`src/rtl/tole_pkg.sv`:
```
package tole_pkg;

    localparam int LIST_DEPTH = 32;
    localparam int IDX_W      = $clog2(LIST_DEPTH);
    localparam int CNT_W      = $clog2(LIST_DEPTH + 1);
    localparam int ENTRY_W    = 56;

    typedef enum logic [1:0] {
        OP_FRONT  = 2'd0,
        OP_BACK   = 2'd1,
        OP_SORTED = 2'd2,
        OP_LIST   = 2'd3
    } opcode_t;

    typedef enum logic [1:0] {
        ST_OK    = 2'd0,
        ST_FULL  = 2'd1,
        ST_EMPTY = 2'd2
    } status_t;

    typedef struct packed {
        opcode_t     opcode;
        logic [31:0] event_time;
        logic [15:0] event_target;
        logic [7:0]  event_kind;
    } cmd_item_t;

    typedef struct packed {
        status_t     status;
        logic [31:0] out_time;
        logic [15:0] out_target;
        logic [7:0]  out_kind;
        logic        last_of_run;
    } rsp_item_t;

    typedef struct packed {
        logic [31:0] ev_time;
        logic [15:0] ev_target;
        logic [7:0]  ev_kind;
    } entry_t;

endpackage

```
`src/rtl/tole_ram.sv`:
```
module tole_ram #(
    parameter int WIDTH = 8,
    parameter int DEPTH = 16
) (
    input  logic                     clk,
    input  logic                     we,
    input  logic [$clog2(DEPTH)-1:0] waddr,
    input  logic [WIDTH-1:0]         wdata,
    input  logic [$clog2(DEPTH)-1:0] raddr,
    output logic [WIDTH-1:0]         rdata
);

    logic [WIDTH-1:0] mem [DEPTH];

    always_ff @(posedge clk)
    begin
        if (we)
        begin
            mem[waddr] <= wdata;
        end
        rdata <= mem[raddr];
    end

endmodule

```
`src/rtl/time_ordered_event_list_top.sv`:
```
// The list of up to LIST_DEPTH events sits in one RAM, and every insert or
// list walks it one entry per clock through the single read port. An insert
// reads entries 0..count in turn, where count is the number of entries held
// before it, and from the insertion point on each is written back one place
// further down while the new item goes in. Its result strobes in the same
// cycle that busy falls. A list strobes one result per cycle, front first,
// with last_of_run on the final one. An insert into a full list and a list
// of an empty list answer in the cycle after the item is taken, without
// raising busy. Results are shown for a single cycle and must be taken then;
// a new item may be started while a result is shown.
module time_ordered_event_list_top
    import tole_pkg::*;
(
    input  logic      clk,
    input  logic      rst_n,
    input  logic      start,
    output logic      busy,
    input  cmd_item_t request,
    output rsp_item_t response,
    output logic      response_valid
);

    typedef enum logic [2:0] {
        S_IDLE   = 3'b001,
        S_INSERT = 3'b010,
        S_LIST   = 3'b100
    } state_t;

    state_t     state_reg, state_next;
    logic [CNT_W-1:0] count_reg, count_next;
    logic [CNT_W-1:0] rd_idx_reg, rd_idx_next;
    logic [CNT_W-1:0] rsp_idx_reg, rsp_idx_next;
    logic       rsp_vld_reg, rsp_vld_next;
    logic       placed_reg, placed_next;
    opcode_t    op_reg, op_next;
    entry_t     new_reg, new_next;
    entry_t     carry_reg, carry_next;
    rsp_item_t  out_reg, out_next;
    logic       out_vld_reg, out_vld_next;

    logic       issue;
    logic       ram_we;
    logic [IDX_W-1:0] ram_waddr;
    entry_t     ram_wdata;
    entry_t     ram_rdata;
    logic       accept;
    logic       hit;

    tole_ram #(
        .WIDTH (ENTRY_W),
        .DEPTH (LIST_DEPTH)
    ) u_store (
        .clk   (clk),
        .we    (ram_we),
        .waddr (ram_waddr),
        .wdata (ram_wdata),
        .raddr (rd_idx_reg[IDX_W-1:0]),
        .rdata (ram_rdata)
    );

    assign busy           = (state_reg != S_IDLE);
    assign accept         = start && !busy;
    assign response       = out_reg;
    assign response_valid = out_vld_reg;

    assign issue = ((state_reg == S_INSERT) && (rd_idx_reg <= count_reg)) ||
                   ((state_reg == S_LIST) && (rd_idx_reg < count_reg));

    assign hit = (op_reg == OP_FRONT) ||
                 ((op_reg == OP_SORTED) && (ram_rdata.ev_time >= new_reg.ev_time));

    always_comb
    begin
        state_next   = state_reg;
        count_next   = count_reg;
        rd_idx_next  = rd_idx_reg;
        rsp_idx_next = rd_idx_reg;
        rsp_vld_next = issue;
        placed_next  = placed_reg;
        op_next      = op_reg;
        new_next     = new_reg;
        carry_next   = carry_reg;
        out_next     = out_reg;
        out_vld_next = 1'b0;
        ram_we       = 1'b0;
        ram_waddr    = rsp_idx_reg[IDX_W-1:0];
        ram_wdata    = new_reg;

        if (issue)
        begin
            rd_idx_next = rd_idx_reg + CNT_W'(1);
        end

        unique case (state_reg)
            S_IDLE:
            begin
                if (accept)
                begin
                    op_next           = request.opcode;
                    new_next.ev_time  = request.event_time;
                    new_next.ev_target = request.event_target;
                    new_next.ev_kind  = request.event_kind;
                    rd_idx_next       = '0;
                    placed_next       = 1'b0;
                    out_next          = '0;
                    out_next.last_of_run = 1'b1;
                    if (request.opcode == OP_LIST)
                    begin
                        if (count_reg == '0)
                        begin
                            out_next.status = ST_EMPTY;
                            out_vld_next    = 1'b1;
                        end
                        else
                        begin
                            state_next = S_LIST;
                        end
                    end
                    else if (count_reg == CNT_W'(LIST_DEPTH))
                    begin
                        out_next.status = ST_FULL;
                        out_vld_next    = 1'b1;
                    end
                    else
                    begin
                        state_next = S_INSERT;
                    end
                end
            end
            S_INSERT:
            begin
                if (rsp_vld_reg)
                begin
                    if (rsp_idx_reg == count_reg)
                    begin
                        // One past the old tail: the list grows by one here.
                        ram_we       = 1'b1;
                        ram_wdata    = placed_reg ? carry_reg : new_reg;
                        count_next   = count_reg + CNT_W'(1);
                        state_next   = S_IDLE;
                        out_next     = '0;
                        out_next.status = ST_OK;
                        out_next.last_of_run = 1'b1;
                        out_vld_next = 1'b1;
                    end
                    else if (placed_reg)
                    begin
                        ram_we     = 1'b1;
                        ram_wdata  = carry_reg;
                        carry_next = ram_rdata;
                    end
                    else if (hit)
                    begin
                        ram_we      = 1'b1;
                        ram_wdata   = new_reg;
                        carry_next  = ram_rdata;
                        placed_next = 1'b1;
                    end
                end
            end
            S_LIST:
            begin
                if (rsp_vld_reg)
                begin
                    out_next.status      = ST_OK;
                    out_next.out_time    = ram_rdata.ev_time;
                    out_next.out_target  = ram_rdata.ev_target;
                    out_next.out_kind    = ram_rdata.ev_kind;
                    out_next.last_of_run = ((rsp_idx_reg + CNT_W'(1)) == count_reg);
                    out_vld_next         = 1'b1;
                    if ((rsp_idx_reg + CNT_W'(1)) == count_reg)
                    begin
                        state_next = S_IDLE;
                    end
                end
            end
            default:
            begin
                state_next = S_IDLE;
            end
        endcase
    end

    always_ff @(posedge clk or negedge rst_n)
    begin
        if (!rst_n)
        begin
            state_reg   <= S_IDLE;
            count_reg   <= '0;
            rd_idx_reg  <= '0;
            rsp_vld_reg <= 1'b0;
            placed_reg  <= 1'b0;
            out_vld_reg <= 1'b0;
        end
        else
        begin
            state_reg   <= state_next;
            count_reg   <= count_next;
            rd_idx_reg  <= rd_idx_next;
            rsp_vld_reg <= rsp_vld_next;
            placed_reg  <= placed_next;
            out_vld_reg <= out_vld_next;
        end
    end

    always_ff @(posedge clk)
    begin
        rsp_idx_reg <= rsp_idx_next;
        op_reg      <= op_next;
        new_reg     <= new_next;
        carry_reg   <= carry_next;
        out_reg     <= out_next;
    end

    // The list never holds more entries than the store has rows.
    a_count_bound: assert property (@(posedge clk) disable iff (!rst_n)
        count_reg <= CNT_W'(LIST_DEPTH))
        else $error("entry count beyond list depth");

    // The count moves only at the end of an insert walk, and then by one.
    a_count_step: assert property (@(posedge clk) disable iff (!rst_n)
        (count_reg != $past(count_reg)) |->
            ($past(state_reg) == S_INSERT) && (count_reg == $past(count_reg) + CNT_W'(1)))
        else $error("entry count changed outside an insert");

    // Every walk ends with its final result on the ports.
    a_walk_ends: assert property (@(posedge clk) disable iff (!rst_n)
        $fell(busy) |-> (response_valid && response.last_of_run))
        else $error("walk finished without a final result");

    // Entries produced during a list walk always carry ok status.
    a_list_ok: assert property (@(posedge clk) disable iff (!rst_n)
        (response_valid && ($past(state_reg) == S_LIST)) |-> (response.status == ST_OK))
        else $error("listed entry with non-ok status");

    // No read response is pending once the block is idle.
    a_idle_quiet: assert property (@(posedge clk) disable iff (!rst_n)
        (state_reg == S_IDLE) |-> !rsp_vld_reg)
        else $error("read response left over in idle");

endmodule

```
`config.mk`:
```
export PLATFORM = sky130hd
export DESIGN_NAME = time_ordered_event_list_top
export DESIGN_NICKNAME = d
export VERILOG_FILES = /design/src/rtl/tole_pkg.sv /design/src/rtl/tole_ram.sv /design/src/rtl/time_ordered_event_list_top.sv
export SDC_FILE = /design/constraint.sdc
export NUM_CORES = 2
export LEC_CHECK = 0
export ABC_AREA = 1
export BUFFER_PORTS_ARGS = -buffer_cell sky130_fd_sc_hd__buf_2
export CAP_MARGIN = 10
export CORE_MARGIN = 2
export CORE_UTILIZATION = 45
export DETAILED_ROUTE_END_ITERATION = 8
export PLACE_DENSITY = 0.72
export SYNTH_ARGS = -nofsm -noshare
export SYNTH_HDL_FRONTEND = slang
export SYNTH_SLANG_ARGS = --single-unit
```
`constraint.sdc`:
```
create_clock -name clk -period 11.52 [get_ports clk]
set_input_delay 1.152 -clock clk [delete_from_list [all_inputs] [get_ports clk]]
set_output_delay 1.152 -clock clk [all_outputs]
set_load 0.01 [all_outputs]
```
# Word level (Yosys, flattened, before mapping)
# Memories as Yosys holds them, arrays and structs flattened. A register that Yosys moved wholly into a read port is not among the register bits.
# Index checks and enable logic that the tools add are counted.
# word_totals
out_inout_bits	61
memories	1
mem_bits_rw	1792
reg_bits	197
input_bits	61
# memory_table
memory	words	word_bits	rd	rd_clocked_by_memory_dff	wr	line_no	rtl
u_store.mem	32	56	1	1	1	tole_ram.sv:13	logic [WIDTH-1:0] mem [DEPTH];
# op_classes
n_addsub	3
eq_ne	17
reduce_logical	18
n_lt_le_gt_ge	3
bitwise	1
muxes	44
# ops
op	n
2-to-1 mux 56 bit	5
2-to-1 mux 59 bit	4
case mux 59 bit (3 select lines)	1
>= comparator 32 bit	1
2-to-1 mux 3 bit	8
adder 6 x 1 -> 6 bit, second input constant	3
2-to-1 mux 1 bit	18
2-to-1 mux 6 bit	3
equality test 6 bit	2
case mux 3 bit (3 select lines)	1
!= test 2 bit, second input constant	4
AND reduction 4 bit	2
AND reduction 7 bit	1
equality test 6 bit, second input constant	1
<= comparator 6 bit	1
logical NOT 6 bit	1
< comparator 6 bit	1
!= test 3 bit, second input constant	2
AND reduction 5 bit	1
equality test 2 bit, second input constant	2
logical AND 1 bit	4
2-to-1 mux 2 bit	2
!= test 2 x 1 -> 1 bit, second input constant	2
nonzero test 2 bit	2
other kinds (13)	14

# Depth between registers and ports, before layout
# depth
word_depth	10
ltp_mapped	18
mapped_depth_nobuf	17

# By module
# From an unflattened synthesis, not the netlist that was laid out.
# unflattened
hier_cells	6863
area_unflattened_um2	82107.5
# modules_own_cells
module	area_per_inst_um2	instances	cells_per_inst	seq_area_each_um2
tole_ram	73406.7	1	6150	54932.7
time_ordered_event_list_top	8700.8	1	713	5766.8

# Worst setup path after synthesis
# Ideal clock, no wire load.
# synth_path
path_type	input to register
start	input port start
end	register placed_reg
setup_slack_ns	7.019
arrival_ns	4.373
n_path_buf	0
path_stages	5
required_time_ns	11.393
path_cell_list	inv_1 nor2_1 inv_1 a22oi_1 o21ai_0
# synth_between
elab_chain_len	3
# synth_lines
item	line_no	rtl
start, declared	time_ordered_event_list_top.sv:16	input logic start,
logical AND 1 bit	time_ordered_event_list_top.sv:62	assign accept = start && !busy;
!= test 2 bit (no source line)	-	
AND reduction 4 bit (no source line)	-	
end signal, assigned	time_ordered_event_list_top.sv:201	placed_reg <= placed_next;
end, declared	time_ordered_event_list_top.sv:34	logic placed_reg, placed_next;
# Every way passes these cells.
# A chain may end at the register's enable or synchronous reset.

==> out/metrics.cfg <==
[setup_path]
reg2reg_depth=10
end_kind=register
critPathMostFrequentCell=buf_4
cp.required_ns=12.27
r2r_setup_slack_ns=6.41
cp_data_arrival_time_ns=5.86
crit_path_top_delay_cell=buf_4
reg2reg_from=rd_idx_reg[0]$_DFF_PN0_
path_cells=buf_4 > buf_12 > buf_4 > buf_4 > o21ai_0 > o22ai_1 > o21ai_1 > o22ai_1 > nand2_1 > nand2_1
r2r_end=u_store.rdata[15]$_DFF_P_
startpoint_type=register
slowest_delay_ns=0.97
startpoint=rd_idx_reg[0]$_DFF_PN0_
crit_end=u_store.rdata[15]$_DFF_P_
critPathKind=register to register
path_max_fanout=210

[floorplan]
chipHeight_um=425
die_w_um=425
rows=154
start_util=0.453
core_um2=176000
pin_count=122
dieArea_um2=180000

[yosys]
yosysMostFrequentCell=edfxtp_1
ys_seq_area_frac=0.762
ys_async_sr_fraction=0.00880
netlist_instances=5941
ys_warn_count=0
ys_seq_elements=2045
synth_fp_nets=6047
syn_area_per_cell_um2=13.4
synth_top_area_frac=0.741
synth_cell_type_count=49
ys.flop_type=edfxtp_1
synth_top_cell_by_area=edfxtp_1
synthTopCellsByCount=edfxtp_1, nor2_1, o21ai_0
synth_edf_count=1965
synthesis.area_um2=79700
yosys-top-cells-area=edfxtp_1, o21ai_0, nor2_1

[cts]
clockBufferDepth=3
clkSlewWorstSetupHoldPaths_ns=0.06
cts_tree=done
cts_made_buffers=182
clock_latency_ns=0.82
cts_setup_buffers=0
ctsHtreeMaxLevel=4
cts_root_buf=clkbuf_16
clkSinkCount=2045
ctsHoldBuffers=0
post_cts_resized=0

[sta]
grt_setup_unrepaired=false
finalCritPeriodShare=0.443
hold_viol=0
max_freq_mhz=196
setup_tns_ns=0
relSlewSlack=0.145
final-setup-viol-count=0
finalClockSkew_ns=0.0257
setup_slack_ns=6.41
slew_viol_final=0
worst_pin_slew_ns=1.28
layout_min_cycle_time_ns=5.11

[cells_and_area]
areaGrowthSynthToFinish_pct=11.0
multi_input_area_um2=16800
instances_no_fill=8459
regMostFlops=u_store.mem
largest_register_ffs=1792
layout-drive-gt1-share=0.0993
n_fill_cell=14300
fin_nets=6066
register_area_um2=60700
final_util=0.502

[power]
power_frac_comb=0.240
power_switching_share=0.320
power_density_nw_per_um2=224
power.share.clock=0.300
leakage_nw=29.3
net-switching-power_w=0.00634
intPower_w=0.0135
ir_worst_vdd_v=0.000317
seqPwrFrac=0.459

[drt]
wl_per_cell_um=25.5
antenna_left=0
drc=0
routed_wl_um=215000
firstDrtPassIters=9
vias_per_cell=6.00
drt_iter0_markers=7352
num_vias=50800

[hold_path]
min_path_type=input pin to asynchronous set/reset pin

[outcome]
status=complete, no violations

[global_routing]
grt_use_total=0.234
grt_pass1_wl_um=315000
grt_max_degree=248
grt_pass1_vias=48200
antenna_found_initial=14
overflow=0

[flow_run]
maxCapViolCount=0

[placement]
hpwlAfterDp_um=108000
place_inst=8111
port_buffers=121
place_congestion=0.840
pre_cts_ws_ns=6.57

[kinds of logic after synthesis]
| kind of cell | share of synthesized area |
|---|---|
| flops | 0.762 |
| mux | 0.0106 |
| buf+inv | 0.0302 |
| fa+ha+maj | 0.00707 |
| simple gates | 0.0739 |
| xor+xnor | 0.00198 |
| compound gates | 0.114 |
[power groups by stage]
stage | registers, W | clock network, W | logic, W
after floorplan | 0.00919 | 0 | 0.00315
final | 0.00911 | 0.00595 | 0.00476
after global placement | 0.00925 | 0 | 0.00452
after CTS | 0.00910 | 0.00599 | 0.00467
after global routing | 0.00912 | 0.00627 | 0.00520
after detailed placement | 0.00926 | 0 | 0.00463
[worst min path at each step]
stage,from,to,slack (ns)
after floorplan,rd_idx_reg[2]$_DFF_PN0_,rsp_idx_reg[2]$_DFF_P_,0.37
after global placement,u_store.rdata[14]$_DFF_P_,carry_reg[14]$_DFFE_PP_,0.42
after detailed placement,u_store.rdata[14]$_DFF_P_,carry_reg[14]$_DFFE_PP_,0.42
after CTS,rst_n,response_valid$_DFF_PN0_,0.25
after global routing,rst_n,state_reg[2]$_DFFE_PN0P_,0.30
final,rst_n,response_valid$_DFF_PN0_,0.28
[worst max-delay path: cells and delay by family (launching register included)]
kind                   cells  cell delay, ns
flip-flops                 1            0.48
buffers and inverters      4            3.25
AND/OR/NAND/NOR            2            0.16
AO/OA/AOI/OAI              4            0.76
[metal layers]
metal | track usage | wire [um] | vias to the layer above
met5 | 0 | 27 | -
met4 | 0.0954 | 9200 | 4
met3 | 0.0421 | 23900 | 561
met2 | 0.374 | 101000 | 3174
met1 | 0.316 | 81200 | 25100
li1 | - | - | 21900
[placed cells by master, fill, tap and decap left out, types with 6 or more instances in the layout]
| cell | count |
|---|---|
| edfxtp_1 | 1965 |
| nor2_1 | 1088 |
| o21ai_0 | 927 |
| o22ai_1 | 477 |
| nand2_1 | 374 |
| clkbuf_16 | 189 |
| a21oi_1 | 131 |
| buf_2 | 121 |
| inv_1 | 119 |
| buf_4 | 96 |
| o21ai_1 | 91 |
| dfxtp_1 | 62 |
| mux2i_1 | 56 |
| clkbuf_1 | 47 |
| ha_1 | 45 |
| clkinv_2 | 38 |
| clkinv_1 | 31 |
| a21oi_2 | 27 |
| mux2_2 | 25 |
| inv_4 | 20 |
| nor2_4 | 18 |
| o31ai_1 | 18 |
| xor2_1 | 12 |
| nand3_1 | 12 |
| dfrtp_1 | 12 |
| nor3_1 | 11 |
| bufinv_16 | 11 |
| clkbuf_8 | 9 |
| inv_2 | 6 |
| nand4_1 | 6 |
| xnor2_1 | 6 |
[area by class of cell]
class / count / area share
Sequential cell: 2045 / 0.687
Multi-Input combinational cell: 3356 / 0.190
Clock buffer: 245 / 0.0569
Tap cell: 2340 / 0.0331
Timing Repair Buffer: 226 / 0.0167
Clock inverter: 93 / 0.00876
Inverter: 149 / 0.00732
Antenna cell: 5 / 0.000142
[metrics by stage]
stage          hold WS (ns)  cell area, um^2  power, W
6_report              0.284            88400    0.0198
5_1_grt               0.301            88400    0.0206
3_3_place_gp          0.417            82500    0.0138
2_1_floorplan         0.366            79700    0.0123
3_5_place_dp          0.418            82500    0.0139
4_1_cts               0.254            88300    0.0198
(Power assumes the default switching activity.)
